--- config.mk ---
export PLATFORM = sky130hd
export DESIGN_NAME = rmea_sqrt_cell
export DESIGN_NICKNAME = d
export VERILOG_FILES = /design/src/rtl/rmea_pkg.sv /design/src/rtl/rmea_sqrt_cell.sv
export SDC_FILE = /design/constraint.sdc
export NUM_CORES = 1
export LEC_CHECK = 0
export CORE_MARGIN = 5
export CORE_UTILIZATION = 59
export DETAILED_ROUTE_END_ITERATION = 10
export DONT_BUFFER_PORTS = 1
export PLACE_DENSITY_LB_ADDON = 0.1
export SYNTH_ARGS = -nofsm -noshare
export SYNTH_HDL_FRONTEND = slang
export SYNTH_SLANG_ARGS = --single-unit
--- constraint.sdc ---
create_clock -name clk -period 4.5 [get_ports clk]
set_clock_uncertainty 0.15 [all_clocks]
set_input_delay 0.9 -clock clk [delete_from_list [all_inputs] [get_ports clk]]
set_output_delay 0.9 -clock clk [all_outputs]
set_load 0.1 [all_outputs]
--- src/rtl/rmea_pkg.sv ---
// Shared types, constants and helper functions for the rotation matrix to
// Euler angle converter. No dependencies; every other file but rmea_if uses it.
package rmea_pkg;

  localparam int CW = 34;  // CORDIC datapath width (x, y and angle in Q30 rad)
  localparam int SW = 30;  // square root datapath width
  localparam int SQRT_CELLS = 15;
  localparam int TAB_LEN = 30;

  localparam logic signed [CW-1:0] HALF_PI_Q30 = 34'sd1686629713;
  localparam logic signed [16:0] PI_Q13 = 17'sd25736;
  localparam logic signed [16:0] HALF_PI_Q13 = 17'sd12868;
  localparam logic signed [16:0] ONE_Q14 = 17'sd16384;
  localparam logic [14:0] LOCK_THRESHOLD_RESET = 15'd16383;

  localparam logic signed [CW-1:0] ATAN_TAB [TAB_LEN] = '{
    34'sd843314856, 34'sd497837829, 34'sd263043836, 34'sd133525158, 34'sd67021686,
    34'sd33543515, 34'sd16775850, 34'sd8388437, 34'sd4194282, 34'sd2097149,
    34'sd1048575, 34'sd524287, 34'sd262143, 34'sd131071, 34'sd65535,
    34'sd32767, 34'sd16383, 34'sd8191, 34'sd4095, 34'sd2047,
    34'sd1023, 34'sd511, 34'sd255, 34'sd127, 34'sd63,
    34'sd31, 34'sd15, 34'sd7, 34'sd3, 34'sd1
  };

  typedef struct packed {
    logic signed [CW-1:0] x;
    logic signed [CW-1:0] y;
    logic signed [CW-1:0] z;
  } cordic_t;

  // Operands of the two matrix angles and the lock data, carried through
  // the square root chain.
  typedef struct packed {
    logic signed [16:0] hx;
    logic signed [16:0] hy;
    logic signed [16:0] bx;
    logic signed [16:0] by;
    logic signed [15:0] cs;
    logic               locked;
    logic signed [14:0] plock;
  } side_t;

  typedef struct packed {
    logic               locked;
    logic signed [14:0] plock;
    logic               h_zero;
    logic               p_zero;
    logic               b_zero;
  } tail_t;

  // Scale by 2^14 and turn the vector into the right half plane.
  function automatic cordic_t prerotate(input logic signed [16:0] x,
                                        input logic signed [16:0] y);
    logic signed [CW-1:0] xs;
    logic signed [CW-1:0] ys;
    cordic_t r;
    xs = {{(CW-31){x[16]}}, x, 14'd0};
    ys = {{(CW-31){y[16]}}, y, 14'd0};
    r.x = xs;
    r.y = ys;
    r.z = '0;
    if (xs < 0) begin
      if (ys >= 0) begin
        r.x = ys;
        r.y = -xs;
        r.z = HALF_PI_Q30;
      end else begin
        r.x = -ys;
        r.y = xs;
        r.z = -HALF_PI_Q30;
      end
    end
    return r;
  endfunction

  // Round the Q30 angle half up to Q13 and clamp it to +-lim.
  function automatic logic signed [16:0] round_sat(input logic signed [CW-1:0] z,
                                                  input logic signed [16:0] lim);
    logic signed [CW-1:0] zz;
    logic signed [16:0] q;
    zz = z + CW'(65536);
    q = signed'(zz[CW-1:17]);
    if (q > lim) q = lim;
    else if (q < -lim) q = -lim;
    return q;
  endfunction

endpackage

--- src/rtl/rmea_sqrt_cell.sv ---
// One digit cell of the pipelined integer square root (one result bit).
// Depends on rmea_pkg.
module rmea_sqrt_cell
  import rmea_pkg::*;
#(
  parameter int K = 0
) (
  input  logic          clk,
  input  logic          en,
  input  logic [SW-1:0] v_in,
  input  logic [SW-1:0] res_in,
  output logic [SW-1:0] v_out,
  output logic [SW-1:0] res_out
);

  localparam logic [SW-1:0] BIT = SW'(1) << (2 * K);

  logic [SW-1:0] trial;
  logic [SW-1:0] v_next;
  logic [SW-1:0] res_next;

  always_comb begin
    trial = res_in + BIT;
    if (v_in >= trial) begin
      v_next = v_in - trial;
      res_next = (res_in >> 1) + BIT;
    end else begin
      v_next = v_in;
      res_next = res_in >> 1;
    end
  end

  always_ff @(posedge clk) begin
    if (en) begin
      v_out <= v_next;
      res_out <= res_next;
    end
  end

endmodule

# Word level (Yosys, flattened, before mapping)
# Cells that the tools add are included.
totals:
  reg_bits: 60
  input_bits: 62
  output_inout_bits: 60
  elab_cells: 9
classes:
  addsub: 3
  n_lt_le_gt_ge: 1
  mux: 2
ops:
  columns: ["op", "count"]
  rows:
  - ["adder 29 x 1 -> 30 bit, second input constant", 1]
  - ["adder 30 x 1 -> 30 bit, second input constant", 1]
  - [">= comparator 30 bit", 1]
  - ["2-to-1 mux 30 bit", 1]
  - ["subtractor 30 bit", 1]
  - ["2-to-1 mux 29 bit", 1]

# Depth between registers and ports, before layout
# Gate-level depths: netlist of the first run.
logic_depth:
  word_depth: 3
  depth_mapped: 19
  depth_no_buf: 18

# Worst setup path after synthesis of the first run
# OpenSTA, ideal clock, no wires.
synth_timing:
  path_kind: "input to register"
  startpoint: "input res_in[4]"
  endpoint: "register v_out[21], data pin"
  setup_time_ns: 0.261
  t_arrival_ns: 3.951
  required_time_ns: 4.089
  path_slack_ns: 0.138
  path_stages: 17
  path_buffers: 1
  cell_sequence: "nand4_1 > or2_1 > inv_1 > nand3_1 > nor2_1 > nand3_1 > xor2_1 > ha_1 > buf_2 > a21o_1 > a21oi_1 > nand2b_1 > or4_1 > a31oi_1 > o21ai_0 > xnor2_1 > a21oi_1"
synth_between:
  elab_chain_len: 3
  elab_cells_between_ends: 4
  classes_between: "2 x add/sub; 1 x order compare; 1 x mux"
synth_lines:
  columns: ["element", "line", "rtl"]
  rows:
  - ["start: declaration", "rmea_sqrt_cell.sv:11", "input logic [SW-1:0] res_in,"]
  - ["adder 30 x 1 -> 30 bit *", "rmea_sqrt_cell.sv:23", "trial = res_in + BIT;"]
  - ["subtractor 30 bit / >= comparator 30 bit (equally long branches)", "rmea_sqrt_cell.sv:25, rmea_sqrt_cell.sv:24", null]
  - ["2-to-1 mux 30 bit *", "rmea_sqrt_cell.sv:24", "if (v_in >= trial) begin"]
  - ["named net v_next[21]", "rmea_sqrt_cell.sv:19", "logic [SW-1:0] v_next;"]
  - ["end signal: assignment", "rmea_sqrt_cell.sv:35", "v_out <= v_next;"]
  - ["end: declaration", "rmea_sqrt_cell.sv:12", "output logic [SW-1:0] v_out,"]
# Mark *: on every way through the listed nets, which the timed path passes. The rest lies on a longest branch.
# A chain may end at the register's enable or synchronous reset.

# Final worst setup path of the first run
layout_timing:
  startpoint: "input res_in[1]"
  endpoint: "register res_out[17], data pin"
layout_between:
  elab_chain_len: 3
  elab_cells_between_ends: 4
  classes_between: "2 x add/sub; 1 x order compare; 1 x mux"
layout_lines:
  columns: ["element", "line", "rtl"]
  rows:
  - ["adder 30 x 1 -> 30 bit", "rmea_sqrt_cell.sv:23", null]
  - [">= comparator 30 bit", "rmea_sqrt_cell.sv:24", null]
  - ["2-to-1 mux 29 bit *", "rmea_sqrt_cell.sv:24", null]
  - ["named net res_next[17]", "rmea_sqrt_cell.sv:20", "logic [SW-1:0] res_next;"]
  - ["end signal: assignment", "rmea_sqrt_cell.sv:36", "res_out <= res_next;"]
  - ["end: declaration", "rmea_sqrt_cell.sv:13", "output logic [SW-1:0] res_out"]
# Marked as above.

==> impl_metrics.csv, run 1 <==
group,metric,value,unit
status,status,"complete, no violations",
clock_tree,cts_tree,"built",
detailed_routing,drc,0,
synthesis,ys.flop_type,"edfxtp_1",
timing,maxSlewViolCount,0,
synthesis,synth_area,4860,µm²
finish,syn_to_final_growth,12.7,%
place,numPortBuffers,0,
finish,drive_above_1_share,15.3,%
power,ir_worst_vdd,254,µV
detailed_routing,ant_nets,0,
synthesis,yosysUniqueCellTypes,47,
place,dp.final_hpwl,10.3,mm
grt,grt_pass1_wl,20.5,mm
finish,layout.nets,667,
timing,max_slew_margin,36.2,%
clock_tree,cts_buffers,9,
power,power,2.04,mW
detailed_routing,drt_iter0_markers,248,
synthesis,seq_area_frac_synth,37.1,%
timing,setup_viol_count_final,0,
finish,final_util,67.4,%
finish,diodes,0,
worst_hold_path,whs_path_depth,0,
grt,track_usage,26.0,%
timing,fmax,0.239,GHz
finish,multi_input_area,2910,µm²
clock_tree,cts-htree-levels,3,
critical_path,crit_path_start_kind,"input pin",
synthesis,synth_edf_count,60,
finish,fill_cells,643,
grt,grt_max_degree,61,
clock_tree,clock_sinks,60,
detailed_routing,vias_per_cell,6.01,
grt,grt_overflow,0,
synthesis,ys_async_sr_fraction,0,%
place,placed_cell_area,5290,µm²
finish,design_area,5480,µm²
clock_tree,cts-root-buf,"clkbuf_8",
power,powerDensity,372,nW/µm²
grt,grt_pass1_vias,4055,
detailed_routing,wl,13.1,mm
worst_hold_path,min-delay-start,"en",
synthesis,ys_ff_latch,60,
die,row_count,33,
place,gp_congestion,0.927,
critical_path,path_class,"in -> reg",
run,maxCapViolations,0,
clock_tree,path_clk_slew,0.07,ns
synthesis,postSynthCellCount,528,
critical_path,path_max_fanout,11,
timing,worst_pin_slew,0.959,ns
die,design.core.area,8130,µm²
timing,hold_viol_final,0,
critical_path,end_kind,"register",
die,die_h,101,µm
timing,fin_crit,4.18,ns
timing,fin_crit_sh,92.9,%
grt,antenna_found_initial,0,
detailed_routing,first_pass_iters,5,
synthesis,synth.avg_cell_area,9.21,µm²
die,dieArea,10200,µm²
critical_path,cp.arrival,4.13,ns
finish,ff_latch_area,1800,µm²
detailed_routing,via_count,4093,
die,io-pin-count,122,
worst_hold_path,holdPathEnd,"v_out[12]",
synthesis,yosys_warnings,0,
worst_hold_path,hp-class,"in -> reg",
die,die_w,101,µm
critical_path,required,4.45,ns
clock_tree,clockBufferDepth,2,
die,start_util,59.8,%
detailed_routing,post_drt_wl_per_cell,19.2,µm
power,power.leakage,2.12,nW
synthesis,syn-num-nets,623,
-- cells in the mapped netlist (11+ instances only) --
cell | instances | area [µm²]
a21oi_1 | 61 | 305
buf_2 | 11 | 55.1
xor2_1 | 39 | 342
edfxtp_1 | 60 | 1800
nor2_1 | 66 | 248
nand4_1 | 21 | 131
xnor2_1 | 43 | 377
nand2_1 | 49 | 184
inv_1 | 16 | 60.1
nand3_1 | 19 | 95.1
o21ai_0 | 13 | 65.1
ha_1 | 32 | 400
-- stage by stage --
stage	hold WS [ns]	setup slack [ns]	setup TNS (ns)	std cells
global placement	0.867	-0.0641	-0.722	665
detailed placement	0.868	-0.0687	-0.605	665
floorplan	0.862	0.138	0	528
finish	0.516	0.321	0	681
global route	0.492	-0.000953	-0.000953	681
CTS	0.514	0.249	0	680
-- metal layers --
layer  vias up  wire (µm)  global-route usage (%)
met4         0        182                    6.53
li1       1994          -                       -
met2       189       6260                    42.4
met3        14       1300                    8.72
met1      1896       5320                    33.3
met5         -          0                       0
-- state kept, by name (all words and copies together), names as in the netlist --
| name | cells |
|---|---|
| v_out | 30 |
| res_out | 30 |
-- critical path, stage by stage --
cell	delay, ns
ha_1	0.21
and3_1	0.20
and3_1	0.22
nand2_1	0.19
nor2_1	0.08
xnor2_1	0.17
ha_1	0.34
nand2_1	0.15
o21ai_0	0.28
a21oi_1	0.08
o21ai_0	0.20
a21oi_2	0.08
o21ai_4	0.41
nand4_1	0.27
buf_4	0.22
xnor2_1	0.11
-- worst max-delay path by stage --
| stage | end | startpoint | cells past startpoint |
|---|---|---|---|
| after global placement | res_out[1] | res_in[1] | 16 |
| final | res_out[17] | res_in[1] | 16 |
| after global routing | res_out[17] | res_in[1] | 17 |
| after detailed placement | res_out[1] | res_in[1] | 16 |
| after CTS | res_out[1] | res_in[1] | 16 |
| after floorplan | v_out[21] | res_in[4] | 17 |
-- report_power, final --
group / internal, mW / total, mW / switching [mW]
Sequential: 0.703 / 1.19 / 0.484
Combinational: 0.201 / 0.436 / 0.235
Clock: 0.191 / 0.414 / 0.223
-- placed cells by master (no fill, tap or decap), types with 7 or more instances in the layout --
cell type / Yosys / final
nand2b_1: 7 / 7
and3_1: 7 / 7
nand3_1: 19 / 19
mux2_2: 7 / 7
inv_1: 16 / 16
xor2_1: 39 / 39
nand4_1: 21 / 21
a21oi_1: 61 / 61
ha_1: 32 / 32
clkbuf_8: 0 / 9
o21ai_0: 13 / 13
xnor2_1: 43 / 43
a21o_1: 10 / 10
buf_4: 2 / 50
nand2_1: 49 / 49
edfxtp_1: 60 / 60
nor2_1: 66 / 66
o21bai_1: 10 / 10
-- cells by family after synthesis --
logic type,after synthesis,synth area share [%]
muxes,7,1.62
xor gates and xnor gates,82,14.8
adders and majority gates,33,8.65
buffers and inverters,35,3.45
AOI/OAI and AO/OA,116,14.7
and+or+nand+nor,195,19.8
DFF,60,37.1
-- repair_timing --
item | 4_1_cts | 5_1_grt
endpoints found under the setup margin | 0 | 20
buffers inserted | 0 | 1
hold buffers | 0 | 0
gates resized for setup | 0 | 3
-- layout make-up --
class | instances | area share [%]
Tap cell | 105 | 2.40
Clock buffer | 9 | 2.26
Timing Repair Buffer | 52 | 7.58
Multi-Input combinational cell | 433 | 53.2
Inverter | 16 | 1.10
Sequential cell | 60 | 32.9
Clock inverter | 6 | 0.594
(Power assumes the default switching activity.)
==> run 2: changes to the inputs <==
- REMOVE_ABC_BUFFERS: not set -> 1
==> run 2 against run 1 <==
Compared with the run above: global-route usage up 0.33 points; critical path depth up 2; largest cell class unchanged; wire length up 0.38%; largest power group unchanged.
==> impl_metrics.csv, run 2 (synthesis results as in run 1) <==
group,metric,value,unit
finish,top_regs,"res_out (30), v_out (30)",
timing,setup_viol_count_final,0,
place,gp_congestion,0.924,
finish,drive_above_1_share,15.5,%
power,powerDensity,391,nW/µm²
finish,final_cells,684,
grt,met2_usage,42.5,%
detailed_routing,first_pass_iters,6,
grt,grt_pass1_wl,20.7,mm
critical_path,crit_path_start_kind,"input pin",
detailed_routing,ant_nets,0,
grt,antenna_found_initial,0,
worst_hold_path,hp-class,"in -> reg",
clock_tree,clockBufferDepth,2,
critical_path,max_stage_delay,0.31,ns
detailed_routing,drc,0,
critical_path,path_max_fanout,8,
timing,max_slew_margin,38.1,%
grt,grt_pass1_vias,4083,
critical_path,cp.arrival,4.19,ns
critical_path,path_class,"in -> reg",
die,die_h,101,µm
timing,worst_pin_slew,0.931,ns
critical_path,required,4.44,ns
die,die_w,101,µm
grt,grt-busiest-layer,"met2",
detailed_routing,post_drt_wl_per_cell,19.2,µm
run,maxCapViolations,0,
clock_tree,cts_tree,"built",
finish,layout.nets,670,
finish,final_common_cell,"nor2_1",
finish,diodes,0,
die,row_count,33,
timing,fin_crit,4.25,ns
detailed_routing,via_count,4105,
critical_path,crit_path_cell_trace,"ha_1 -> and3_1 -> and3_1 -> nand2_1 -> nor3_1 -> nand2_1 -> xor2_1 -> ha_1 -> buf_4 -> a21o_1 -> a31oi_1 -> o21ai_0 -> a21oi_2 -> o21ai_4 -> buf_4 -> nand4_1 -> nor2_1 -> xor2_1",
grt,grt_util_met1,34.0,%
critical_path,end_kind,"register",
die,io-pin-count,122,
grt,grt_max_degree,61,
finish,syn_to_final_growth,13.8,%
detailed_routing,wl,13.1,mm
power,power.leakage,2.15,nW
grt,grt_overflow,0,
critical_path,cp_slowest_cell,"ha_1",
clock_tree,cts-htree-levels,3,
finish,final_cell_mix,"66 x nor2_1, 61 x a21oi_1, 60 x edfxtp_1",
clock_tree,cts-root-buf,"clkbuf_8",
grt,grt_use_met3,7.06,%
clock_tree,cts_buffers,9,
clock_tree,path_clk_slew,0.08,ns
place,numPortBuffers,0,
status,status,"complete, no violations",
power,power,2.16,mW
timing,whs,0.518,ns
detailed_routing,vias_per_cell,6.00,
timing,hold_viol_final,0,
place,placed_cells,669,
place,placed_cell_area,5320,µm²
timing,fin_crit_sh,94.4,%
finish,design_area,5530,µm²
place,dp.final_hpwl,10.4,mm
power,ir_worst_vdd,263,µV
clock_tree,clock_sinks,60,
die,dieArea,10200,µm²
grt,track_usage,26.4,%
timing,maxSlewViolCount,0,
detailed_routing,drt_iter0_markers,210,
timing,fmax,0.236,GHz
die,start_util,59.8,%
die,design.core.area,8130,µm²
## run 2: cell type report
cell class              instances  area, µm²
multi-input cells             433       2900
well taps                     105        131
clock buffers                   9        124
repair buffers                 55        438
fillers                       644       2600
clock inverters                 6       80.1
flip-flops and latches         60       1800
inverters                      16       60.1
## run 2: path summary, 6_finish.rpt
path              depth (start not counted)      start  slack, ns           to
hold / removal                            0         en       0.52    v_out[19]
setup / recovery                         18  res_in[1]       0.25  res_out[21]
## run 2: metal layers
| metal | vias to the layer above | part of all wire (%) |
|---|---|---|
| met3 | 27 | 8.6 |
| met1 | 1894 | 42 |
| met4 | 0 | 2.5 |
| met2 | 175 | 47 |
| li1 | 2009 | - |
| met5 | - | 0 |
## run 2: where the power goes
group          internal, mW  switching [mW]
Combinational         0.205           0.236
Clock                 0.304           0.232
Sequential            0.702           0.484
## run 2: through the flow
step	setup WS [ns]	setup TNS [ns]	utilization, %
final	0.254	0	68.0
after global routing	-0.0191	-0.0191	68.0
after CTS	0.298	0	68.0
after detailed placement	-0.0424	-0.0898	65.5
after global placement	0.0677	0	65.5
after floorplan	-0.557	-16.57	-
## run 2: worst max-delay path, delay by kind of cell
kind	cells	cell delay [ns]
simple gates	7	1.24
xor+xnor	2	0.41
compound gates	5	0.81
fa+ha+maj	2	0.49
buf+inv	2	0.32
## run 2: timing repair
item | CTS | global route
setup endpoints to repair | 0 | 1
hold buffers | 0 | 0
setup buffers | 0 | 0
gates resized for setup | 0 | 1
