$ cat config.mk
export PLATFORM = sky130hd
export DESIGN_NAME = rmea_cordic_cell
export DESIGN_NICKNAME = d
export VERILOG_FILES = /design/src/rtl/rmea_pkg.sv /design/src/rtl/rmea_cordic_cell.sv
export SDC_FILE = /design/constraint.sdc
export NUM_CORES = 1
export LEC_CHECK = 0
export BUFFER_PORTS_ARGS = -buffer_cell sky130_fd_sc_hd__clkbuf_2
export CORE_ASPECT_RATIO = 0.7
export CORE_MARGIN = 2
export CORE_UTILIZATION = 35
export DETAILED_ROUTE_END_ITERATION = 12
export GPL_TIMING_DRIVEN = 0
export MAX_ROUTING_LAYER = met4
export PLACE_DENSITY = 0.66
export SYNTH_ARGS = -nofsm -noshare
export SYNTH_HDL_FRONTEND = slang
export SYNTH_SLANG_ARGS = --single-unit
$ cat constraint.sdc
create_clock -name clk -period 4.8 [get_ports clk]
set_input_delay 0.24 -clock clk [delete_from_list [all_inputs] [get_ports clk]]
set_output_delay 0.24 -clock clk [all_outputs]
set_load 0.01 [all_outputs]
$ cat src/rtl/rmea_pkg.sv
// Shared types, constants and helper functions for the rotation matrix to
// Euler angle converter. No dependencies; every other file but rmea_if uses it.
package rmea_pkg;

  localparam int CW = 34;  // CORDIC datapath width (x, y and angle in Q30 rad)
  localparam int SW = 30;  // square root datapath width
  localparam int SQRT_CELLS = 15;
  localparam int TAB_LEN = 30;

  localparam logic signed [CW-1:0] HALF_PI_Q30 = 34'sd1686629713;
  localparam logic signed [16:0] PI_Q13 = 17'sd25736;
  localparam logic signed [16:0] HALF_PI_Q13 = 17'sd12868;
  localparam logic signed [16:0] ONE_Q14 = 17'sd16384;
  localparam logic [14:0] LOCK_THRESHOLD_RESET = 15'd16383;

  localparam logic signed [CW-1:0] ATAN_TAB [TAB_LEN] = '{
    34'sd843314856, 34'sd497837829, 34'sd263043836, 34'sd133525158, 34'sd67021686,
    34'sd33543515, 34'sd16775850, 34'sd8388437, 34'sd4194282, 34'sd2097149,
    34'sd1048575, 34'sd524287, 34'sd262143, 34'sd131071, 34'sd65535,
    34'sd32767, 34'sd16383, 34'sd8191, 34'sd4095, 34'sd2047,
    34'sd1023, 34'sd511, 34'sd255, 34'sd127, 34'sd63,
    34'sd31, 34'sd15, 34'sd7, 34'sd3, 34'sd1
  };

  typedef struct packed {
    logic signed [CW-1:0] x;
    logic signed [CW-1:0] y;
    logic signed [CW-1:0] z;
  } cordic_t;

  // Operands of the two matrix angles and the lock data, carried through
  // the square root chain.
  typedef struct packed {
    logic signed [16:0] hx;
    logic signed [16:0] hy;
    logic signed [16:0] bx;
    logic signed [16:0] by;
    logic signed [15:0] cs;
    logic               locked;
    logic signed [14:0] plock;
  } side_t;

  typedef struct packed {
    logic               locked;
    logic signed [14:0] plock;
    logic               h_zero;
    logic               p_zero;
    logic               b_zero;
  } tail_t;

  // Scale by 2^14 and turn the vector into the right half plane.
  function automatic cordic_t prerotate(input logic signed [16:0] x,
                                        input logic signed [16:0] y);
    logic signed [CW-1:0] xs;
    logic signed [CW-1:0] ys;
    cordic_t r;
    xs = {{(CW-31){x[16]}}, x, 14'd0};
    ys = {{(CW-31){y[16]}}, y, 14'd0};
    r.x = xs;
    r.y = ys;
    r.z = '0;
    if (xs < 0) begin
      if (ys >= 0) begin
        r.x = ys;
        r.y = -xs;
        r.z = HALF_PI_Q30;
      end else begin
        r.x = -ys;
        r.y = xs;
        r.z = -HALF_PI_Q30;
      end
    end
    return r;
  endfunction

  // Round the Q30 angle half up to Q13 and clamp it to +-lim.
  function automatic logic signed [16:0] round_sat(input logic signed [CW-1:0] z,
                                                  input logic signed [16:0] lim);
    logic signed [CW-1:0] zz;
    logic signed [16:0] q;
    zz = z + CW'(65536);
    q = signed'(zz[CW-1:17]);
    if (q > lim) q = lim;
    else if (q < -lim) q = -lim;
    return q;
  endfunction

endpackage

$ cat src/rtl/rmea_cordic_cell.sv
// One vectoring CORDIC micro-rotation, registered.
// Depends on rmea_pkg for the datapath width and the arctangent table.
module rmea_cordic_cell
  import rmea_pkg::*;
#(
  parameter int IDX = 0
) (
  input  logic    clk,
  input  logic    en,
  input  cordic_t d_in,
  output cordic_t d_out
);

  cordic_t d_next;
  logic signed [CW-1:0] dx;
  logic signed [CW-1:0] dy;

  always_comb begin
    dx = d_in.y >>> IDX;
    dy = d_in.x >>> IDX;
    if (d_in.y > 0) begin
      d_next.x = d_in.x + dx;
      d_next.y = d_in.y - dy;
      d_next.z = d_in.z + ATAN_TAB[IDX];
    end else begin
      d_next.x = d_in.x - dx;
      d_next.y = d_in.y + dy;
      d_next.z = d_in.z - ATAN_TAB[IDX];
    end
  end

  always_ff @(posedge clk) begin
    if (en) d_out <= d_next;
  end

endmodule

After elaboration in Yosys (flattened, before gate mapping)
Cells that the tools add are included.
{ "word_totals": {"ff_bits": 102, "in_bits": 104, "output_inout_bits": 102, "wordCells": 10} }
{ "op_classes": {"order_cmp": 1, "n_addsub": 5, "mux": 1} }
{ "ops": {"columns": ["op", "n"], "rows": [
  ["$mux 102", 1],
  ["$sub 34x34->34", 2],
  ["$add 34x31->34 const B", 1],
  ["$add 34x34->34", 1],
  ["$gt 34x1->1 const B", 1],
  ["$sub 34x31->34 const B", 1]
]} }

Depth between registers and ports, before layout
Gate-level depths: netlist (run 1).
{ "depth": {"ltp_word": 2, "mapped_depth": 17, "depth_no_buf": 14} }

Least setup slack after synthesis (run 1)
OpenSTA, ideal clock, no wires.
{ "synth_path": {"path_type": "input-to-reg", "start": "in d_in[44] (netlist bit)", "end": "reg d_out[33] (netlist bit) (data pin)", "arrival_ps": 3786, "setup_slack_ps": 754, "path_stages": 17, "required_ps": 4540, "path_buffers": 4, "setup_ps": 260, "path_cell_list": "nor4_1 -> nand4_1 -> o41ai_1 -> clkbuf_1 -> buf_2 -> buf_2 -> ha_1 -> clkbuf_1 -> a21oi_1 -> o21ai_0 -> a2111oi_0 -> o21ai_0 -> a41oi_1 -> a21oi_1 -> a21o_1 -> a21oi_1 -> xnor2_1"} }
{ "synth_rtl": {"columns": ["item", "line_no", "rtl"], "rows": [
  ["start: declaration", "rmea_cordic_cell.sv:10", "input cordic_t d_in,"],
  ["end signal: assignment", "rmea_cordic_cell.sv:33", "if (en) d_out <= d_next;"],
  ["end: declaration", "rmea_cordic_cell.sv:11", "output cordic_t d_out"]
]} }

==> results.toml, run 1 <==
[layout]
final_common_cell = "clkbuf_2"
nFillCells = 3075
syn_to_final_growth_pct = 17.64
drive_gt1_share_pct = 17.75
seq_area_um2 = 3033
largest_register_ffs = 101
layout_common_cells = "clkbuf_2 (204), a21oi_1 (156), ha_1 (128)"
nNetsFinal = 1690
multiInputGateArea_um2 = 6840
reg.largest.list = "d_out (101)"
top_register = "d_out"

[cts]
cts_tree = "done"
clkSinkCount = 101
htree_levels = 3
ctsRootBufferMaster = "clkbuf_16"
clock_path_buffers = 2
clk_pin_slew_ns = 0.07
cts_made_buffers = 9

[pwr]
power_density_nw_per_um2 = 275.7
ir_drop_mv = 0.1431
power_frac_seq_pct = 35.5
net-switching-power_mw = 1.311
pwr-share-clk_pct = 22.7
p_int_mw = 2.098
pwr-share-comb_pct = 41.8
leakage_nw = 5.445
fin_total_pwr_mw = 3.409
p_sw_share_pct = 38.45

[sta]
tns_ns = 0
hold_viol_final = 0
period_share_pct = 91.22
finalCriticalPeriod_ns = 4.378
max_freq_mhz = 228.4
rsz0062_at_grt = "no"
relSlewSlack_pct = 26.40
worst_slew_pin_slew_ns = 1.104
finalMaxSlewViolations = 0
setup_viol = 0

[routing]
firstDrtPassIters = 5
routed_wl_um = 38370
wl_per_cell_um = 20.78
vias_per_cell = 5.635
drt_iter0_markers = 954
drc = 0
ant_nets = 0
detailroute.via_count = 10400

[status]
status = "completed"

[placement]
dp_hpwl_um = 30810
port-buffer-count = 205
gp_congestion = 1.032

[grt]
globalRouteTotalUtil_pct = 24.95
first_global_vias = 9917
grt.overflow.total = 0
grt_max_degree = 65
grt_pass1_wl_um = 57640
antenna_found_initial = 2

[worst_setup_path]
critPathLaunchType = "input port"
cp_max_fo = 24
cp-startpoint = "d_in[42]"
cpMaxStageDelayCell = "o41ai_2"
cp.arrival_ns = 4.48
path_cells = "clkbuf_2 -> nor4_1 -> nand4_1 -> o41ai_2 -> clkbuf_4 -> buf_8 -> ha_1 -> a211oi_1 -> o21bai_1 -> a21o_1 -> a21oi_1 -> o221ai_1 -> a21oi_1 -> o21a_1 -> o221ai_1 -> xor2_1"
critical-path-max-stage-delay_ns = 0.45
end_kind = "flip-flop"
critPathKind = "in2reg"
required_ns = 4.90

[floorplanning]
rows = 53
die_w_um = 211.2
initial_core_util_pct = 35.31
die_area_um2 = 31460
pin_count = 206
core_area_um2 = 29770
die_h_um = 149.0

[min_path]
holdPathStages = 1
hold_start = "d_in[1]"
hp-class = "in2reg"

[synthesis]
syn_area_um2 = 10510
synth_edf_count = 101
synth_area_leaders = "edfxtp_1 (29%), ha_1 (15%), a21oi_1 (7.4%), xnor2_1 (6.0%), inv_1 (3.6%)"
yosys.cell_types.count = 67
synth_top_area_share_pct = 28.85
synth_top_cell_by_area = "edfxtp_1"
async_flop_share_pct = 0
syn_nets = 1475
synth-main-ff-cell = "edfxtp_1"
ys_ff_latch = 101
syn_area_per_cell_um2 = 8.486
yosys_warnings = 0
postSynthCellCount = 1239
ys_seq_area_share_pct = 28.85

[run]
drv_cap = 0
==> power by group through the flow <==
stage | Clock, mW | Sequential [mW] | Combinational [mW]
floorplan | 0 | 1.31 | 0.790
global placement | 0 | 1.23 | 1.39
detailed placement | 0 | 1.23 | 1.39
CTS | 0.803 | 1.21 | 1.40
global route | 0.834 | 1.22 | 1.55
finish | 0.775 | 1.21 | 1.42
==> synthesized netlist by cell type, types with 22 or more instances <==
| master | n |
|---|---|
| edfxtp_1 | 101 |
| nor3_1 | 22 |
| nor2_1 | 94 |
| a21oi_1 | 156 |
| inv_1 | 102 |
| a21o_1 | 36 |
| clkbuf_1 | 30 |
| nand2_1 | 69 |
| xnor2_1 | 72 |
| ha_1 | 128 |
| o21ai_0 | 57 |
| nand3_1 | 26 |
| o21bai_1 | 31 |
| o21ai_1 | 22 |
==> path summary, 6_finish.rpt <==
kind | endpoint | slack (ns)
max | d_out[30]$_DFFE_PP_ | 0.42
min | d_out[1]$_DFFE_PP_ | 0.05
==> cell families after synthesis <==
group	after synthesis	share of synthesized area (%)
adders and majority gates	132	15.99
xor gates and xnor gates	92	7.664
muxes	12	1.142
DFF	101	28.85
buffers and inverters	165	6.224
and+or+nand+nor	301	13.70
AOI/OAI and AO/OA	436	26.43
==> per-layer routing <==
| layer | wire length [µm] | track usage (%) | vias up |
|---|---|---|---|
| met3 | 3812 | 5.916 | 57 |
| met5 | 0 | - | - |
| met2 | 15280 | 34.31 | 530 |
| li1 | - | - | 4946 |
| met4 | 1052 | 7.852 | 0 |
| met1 | 18220 | 35.70 | 4870 |
==> timing repair <==
| action | in CTS | in global routing |
|---|---|---|
| setup endpoints to repair | 14 | 8 |
| gates resized for setup | 4 | 3 |
| buffers inserted | 0 | 0 |
| endpoints found under the hold margin | 0 | 0 |
| hold buffers | 0 | 0 |
==> critical path, delay by kind of cell <==
kind | cells | cell delay (ns)
xor+xnor | 1 | 0.18
compound gates | 9 | 2.18
fa+ha+maj | 1 | 0.30
buf+inv | 3 | 0.90
simple gates | 2 | 0.65
==> through the flow <==
| step | setup WS [ns] | cells | cell area, µm² | hold WS [ns] | utilization [%] |
|---|---|---|---|---|---|
| floorplan | 0.7538 | 1239 | 10510 | 0.3389 | - |
| finish | 0.4217 | 1846 | 12370 | 0.05266 | 41.54 |
| detailed placement | -1.059 | 1830 | 12050 | 0.4192 | 40.48 |
| global placement | -1.155 | 1829 | 12020 | 0.4232 | 40.37 |
| CTS | 0.02317 | 1846 | 12360 | 0.03311 | 41.50 |
| global route | 0.1368 | 1846 | 12370 | 0.03449 | 41.54 |
==> cell type report <==
class,instances,area share [%]
diodes,2,0.04047
plain buffers,51,1.932
clock buffers,11,1.882
clock inverters,5,0.4856
inverters,112,3.399
multi-input cells,973,55.31
flip-flops and latches,101,24.52
well taps,385,3.895
repair buffers,206,8.538
Note: power is estimated with default switching activity, not from simulation.
==> run 2: changes to the inputs <==
Settings changed: GPL_TIMING_DRIVEN 0 to 1.
==> run 2 against run 1 <==
Against the previous run:
- global-route usage fell by 1.3 points
- largest power group unchanged
- cell count fell by 2.3%
- sequential power barely moved
- sequential cell count did not move
- die area did not move
- combinational power is essentially flat
- total power decreased by 1.4%
- non-clock buffer count is 42 lower
==> results.toml, run 2 (synthesized netlist as in run 1, its figures left out) <==
[status]
status = "completed"

[worst_setup_path]
path_cells = "clkbuf_2 -> nor4_1 -> nand3_1 -> o41ai_2 -> buf_4 -> inv_2 -> ha_1 -> a21o_1 -> or3_1 -> o21ai_1 -> o211ai_1 -> a41oi_1 -> a21oi_1 -> a21o_1 -> a21oi_1 -> xnor2_1"
critPathLaunchType = "input port"
cp_max_fo = 12
critical-path-max-stage-delay_ns = 0.71
critPathKind = "in2reg"
required_ns = 4.92
cpMaxStageDelayCell = "nor4_1"
end_kind = "flip-flop"
cp.arrival_ns = 4.22

[floorplanning]
pin_count = 206
initial_core_util_pct = 35.31
die_h_um = 149.0
die_w_um = 211.2
core_area_um2 = 29770
die_area_um2 = 31460
rows = 53

[grt]
grt_max_degree = 62
grt_pass1_wl_um = 55130
grt.overflow.total = 0
antenna_found_initial = 1
first_global_vias = 9378
globalRouteTotalUtil_pct = 23.66

[routing]
ant_nets = 0
drc = 0
wl_per_cell_um = 20.31
vias_per_cell = 5.572
routed_wl_um = 36610
drt_iter0_markers = 899
firstDrtPassIters = 6
detailroute.via_count = 10050

[cts]
cts_tree = "done"
cts_made_buffers = 9
clkSinkCount = 101
ctsHoldBuffers = 0
clock_path_buffers = 2
clk_pin_slew_ns = 0.07
htree_levels = 3
cts_resized = 0
ctsRootBufferMaster = "clkbuf_16"
cts_setup_buffers = 0

[min_path]
hp-class = "in2reg"

[layout]
syn_to_final_growth_pct = 15.65
top_register = "d_out"
layout_common_cells = "clkbuf_2 (204), a21oi_1 (156), ha_1 (128)"
drive_gt1_share_pct = 17.71
reg.largest.list = "d_out (101)"
final_cell_area_um2 = 12160
nNetsFinal = 1648
fin_util_pct = 40.84
largest_register_ffs = 101
final_common_cell = "clkbuf_2"

[sta]
worst_slew_pin_slew_ns = 0.8014
setup_ws_ns = 0.6996
hold_viol_final = 0
max_freq_mhz = 243.9
finalMaxSlewViolations = 0
rsz0062_at_grt = "no"
whs_ns = 0.04989
period_share_pct = 85.42
finalCriticalPeriod_ns = 4.100
relSlewSlack_pct = 46.08
tns_ns = 0
setup_viol = 0

[pwr]
leakage_nw = 5.362
p_sw_share_pct = 39.11
pwr-share-comb_pct = 41.5
power_density_nw_per_um2 = 276.5
net-switching-power_mw = 1.315
pwr-share-clk_pct = 22.4
ir_drop_mv = 0.1598
p_int_mw = 2.047
power_frac_seq_pct = 36.1

[placement]
port-buffer-count = 205
gp_congestion = 0.9675
place_area_um2 = 11870
pre_cts_ws_ns = 0.4888
dp_hpwl_um = 29380

[run]
drv_cap = 0
==> run 2: changes by cell type in the layout (fill, tap and decap cells not counted), sizes merged <==
cell	before	now
clkbuf	245	213
buf	23	11
diode	2	1
clkinv	10	11
inv	106	108
bufinv	1	0
==> run 2: through the flow <==
stage	total power, mW	cells
2_1_floorplan	2.097	1239
3_3_place_gp	2.608	1786
3_5_place_dp	2.602	1786
4_1_cts	3.381	1802
5_1_grt	3.561	1803
6_report	3.362	1803
==> run 2: power by group through the flow <==
| stage | combinational, mW | sequential (mW) | clock [mW] |
|---|---|---|---|
| floorplan | 0.790 | 1.31 | 0 |
| global placement | 1.38 | 1.23 | 0 |
| detailed placement | 1.37 | 1.24 | 0 |
| CTS | 1.38 | 1.22 | 0.787 |
| global route | 1.52 | 1.23 | 0.815 |
| finish | 1.39 | 1.22 | 0.753 |
==> run 2: cell type report <==
| type | count | area, µm² |
|---|---|---|
| diodes | 1 | 2.502 |
| clock buffers | 9 | 225.2 |
| clock inverters | 7 | 58.81 |
| fillers | 2972 | 17620 |
| inverters | 112 | 420.4 |
| multi-input cells | 973 | 6834 |
| flip-flops and latches | 101 | 3033 |
| well taps | 385 | 481.7 |
| repair buffers | 215 | 1104 |
==> run 2: worst paths after layout <==
path	from	to	slack, ns	cells past startpoint
max	d_in[49]	d_out[33]$_DFFE_PP_	0.70	16
min	d_in[1]	d_out[1]$_DFFE_PP_	0.05	1
==> run 2: per-layer routing <==
layer	up-vias	routed length [µm]	global-route usage, %
met5	-	0	-
met3	37	2987	4.379
met1	4703	18470	35.96
met2	449	14480	31.56
met4	0	669	5.915
li1	4858	-	-
==> run 2: critical path: cells and delay by family <==
kind                       cells  cell delay [ns]
AOI/OAI and AO/OA              8             1.73
and+or+nand+nor                3             1.33
buffers and inverters          3             0.41
adders and majority gates      1             0.39
xor gates and xnor gates       1             0.09
==> run 3: changes to the inputs <==
Settings changed: CELL_PAD_IN_SITES_DETAIL_PLACEMENT set to 0, CELL_PAD_IN_SITES_GLOBAL_PLACEMENT set to 2, CORE_MARGIN 2 to 4, CORE_UTILIZATION 35 to 29, PLACE_DENSITY 0.66 to 0.83.
==> run 3 against run 2 <==
Against the previous run:
- sequential share of layout area fell by 0.27 points
- cell count is 5.2% higher
- sequential cell count did not move
- critical endpoint unchanged
- cell area is 1.1% higher
- critical path depth shrank 1
- total power up 1.6%
- core utilization is 6.5 points lower
- clock-buffer cell count did not move
- worst hold slack got worse by 0.019 ns
==> results.toml, run 3 (synthesized netlist as in run 1, its figures left out) <==
[worst_setup_path]
critPathLaunchType = "input port"
path_cells = "clkbuf_2 -> nor4_1 -> nand4_1 -> o41ai_2 -> inv_2 -> ha_1 -> a21o_1 -> or3_1 -> o21ai_1 -> o211ai_1 -> a41oi_1 -> a21oi_1 -> a21o_1 -> a21oi_1 -> xnor2_1"
required_ns = 4.94
cp_max_fo = 17
worstSetupEndpoint = "d_out[33]$_DFFE_PP_"
end_kind = "flip-flop"
cpMaxStageDelayCell = "nor4_1"
cp-startpoint = "d_in[35]"
critPathKind = "in2reg"
critical-path-max-stage-delay_ns = 0.55
cp.arrival_ns = 4.29

[min_path]
holdPathStages = 1
hp-class = "in2reg"

[floorplanning]
die_h_um = 167.3
pin_count = 206
initial_core_util_pct = 29.33
rows = 58
core_area_um2 = 35850
die_area_um2 = 39410
die_w_um = 235.6

[grt]
grt_max_degree = 64
globalRouteTotalUtil_pct = 20.14
grt_util_met1_pct = 31.66
grt.overflow.total = 0
grt_pass1_wl_um = 59570
first_global_vias = 9446
gr-usage-met3_pct = 4.626
met2_usage_pct = 26.61
busiest_layer = "met1"
antenna_found_initial = 0

[layout]
top_register = "d_out"
largest_register_ffs = 101
fin_util_pct = 34.29
nFillCells = 3844
layout_common_cells = "clkbuf_2 (204), a21oi_1 (156), ha_1 (128)"
drive_gt1_share_pct = 17.51
reg.largest.list = "d_out (101)"
nNetsFinal = 1647
num_antenna_cells = 0
final_common_cell = "clkbuf_2"
syn_to_final_growth_pct = 16.93

[sta]
setup_viol = 0
finalMaxSlewViolations = 0
relSlewSlack_pct = 40.49
finalCriticalPeriod_ns = 4.149
worst_slew_pin_slew_ns = 0.8844
rsz0062_at_grt = "no"
whs_ns = 0.03049
hold_viol_final = 0
tns_ns = 0
period_share_pct = 86.45
max_freq_mhz = 241.0

[routing]
ant_nets = 0
drc = 0
firstDrtPassIters = 5
routed_wl_um = 39660
wl_per_cell_um = 20.92
drt_iter0_markers = 875
vias_per_cell = 5.293
detailroute.via_count = 10040

[placement]
gp_congestion = 0.9166
dp_hpwl_um = 32350
port-buffer-count = 205

[cts]
ctsRootBufferMaster = "clkbuf_16"
clkSinkCount = 101
cts_tree = "done"
clock_path_buffers = 2
cts_resized = 0
cts_setup_buffers = 0
htree_levels = 3
cts_made_buffers = 9
clk_pin_slew_ns = 0.08

[pwr]
ir_drop_mv = 0.1756
leakage_nw = 5.357
power_density_nw_per_um2 = 277.8

[status]
status = "completed"

[run]
drv_cap = 0
[run 3: cell count changes in the layout (fill, tap and decap cells not counted)]
cell	change
buf_4	-3
clkinv_2	-2
dlygate4sd3_1	+2
clkinv_4	-1
clkinv_8	+2
diode_2	-1
clkinvlp_4	+1
[run 3: critical path, delay by kind of cell]
| kind | cells | cell delay [ns] |
|---|---|---|
| AO/OA/AOI/OAI | 8 | 1.94 |
| AND/OR/NAND/NOR | 3 | 1.16 |
| adder cells (fa/ha/maj) | 1 | 0.44 |
| buffers and inverters | 2 | 0.40 |
| XOR/XNOR | 1 | 0.09 |
[run 3: worst min path at each step]
stage	from	end	slack, ns
2_1_floorplan	d_in[0]	d_out[0]$_DFFE_PP_	0.34
3_3_place_gp	d_in[2]	d_out[2]$_DFFE_PP_	0.42
3_5_place_dp	d_in[2]	d_out[2]$_DFFE_PP_	0.42
4_1_cts	d_in[1]	d_out[1]$_DFFE_PP_	0.003
5_1_grt	d_in[1]	d_out[1]$_DFFE_PP_	0.007
6_report	d_in[1]	d_out[1]$_DFFE_PP_	0.03
[run 3: power by group]
| group | switching (mW) | internal, mW | total (mW) | leakage (nW) |
|---|---|---|---|---|
| Sequential | 0.0474 | 1.17 | 1.22 | 0.989 |
| Combinational | 0.893 | 0.517 | 1.41 | 4.22 |
| Clock | 0.416 | 0.371 | 0.787 | 0.146 |
| Total | 1.36 | 2.06 | 3.42 | 5.36 |
[run 3: metrics by stage]
stage / cells / power [mW] / cell area, µm² / setup slack [ns]
6_report: 1896 / 3.415 / 12290 / 0.6506
5_1_grt: 1896 / 3.633 / 12290 / 0.4729
4_1_cts: 1896 / 3.448 / 12290 / 0.7262
3_5_place_dp: 1878 / 2.634 / 11970 / 0.3317
3_3_place_gp: 1878 / 2.635 / 11970 / 0.2985
2_1_floorplan: 1239 / 2.097 / 10510 / 0.7538
[run 3: routing by layer]
layer	share of wire (%)	up-vias	wire, µm
met5	0	-	0
met1	52	4792	20710
met4	0.59	0	235
li1	-	4866	-
met2	40	360	15740
met3	7.5	17	2980
[run 3: repair_timing]
item	CTS	global route
endpoints found under the setup margin	0	0
hold buffers	2	0
hold endpoints to repair	2	0
[run 3: final cells by class]
class	count	area, µm²	share of cell area [%]
multi-input cells	973	6834	55.59
flip-flops and latches	101	3033	24.67
repair buffers	214	1101	8.956
well taps	480	600.6	4.885
inverters	112	420.4	3.419
clock buffers	9	225.2	1.832
clock inverters	7	80.08	0.6513
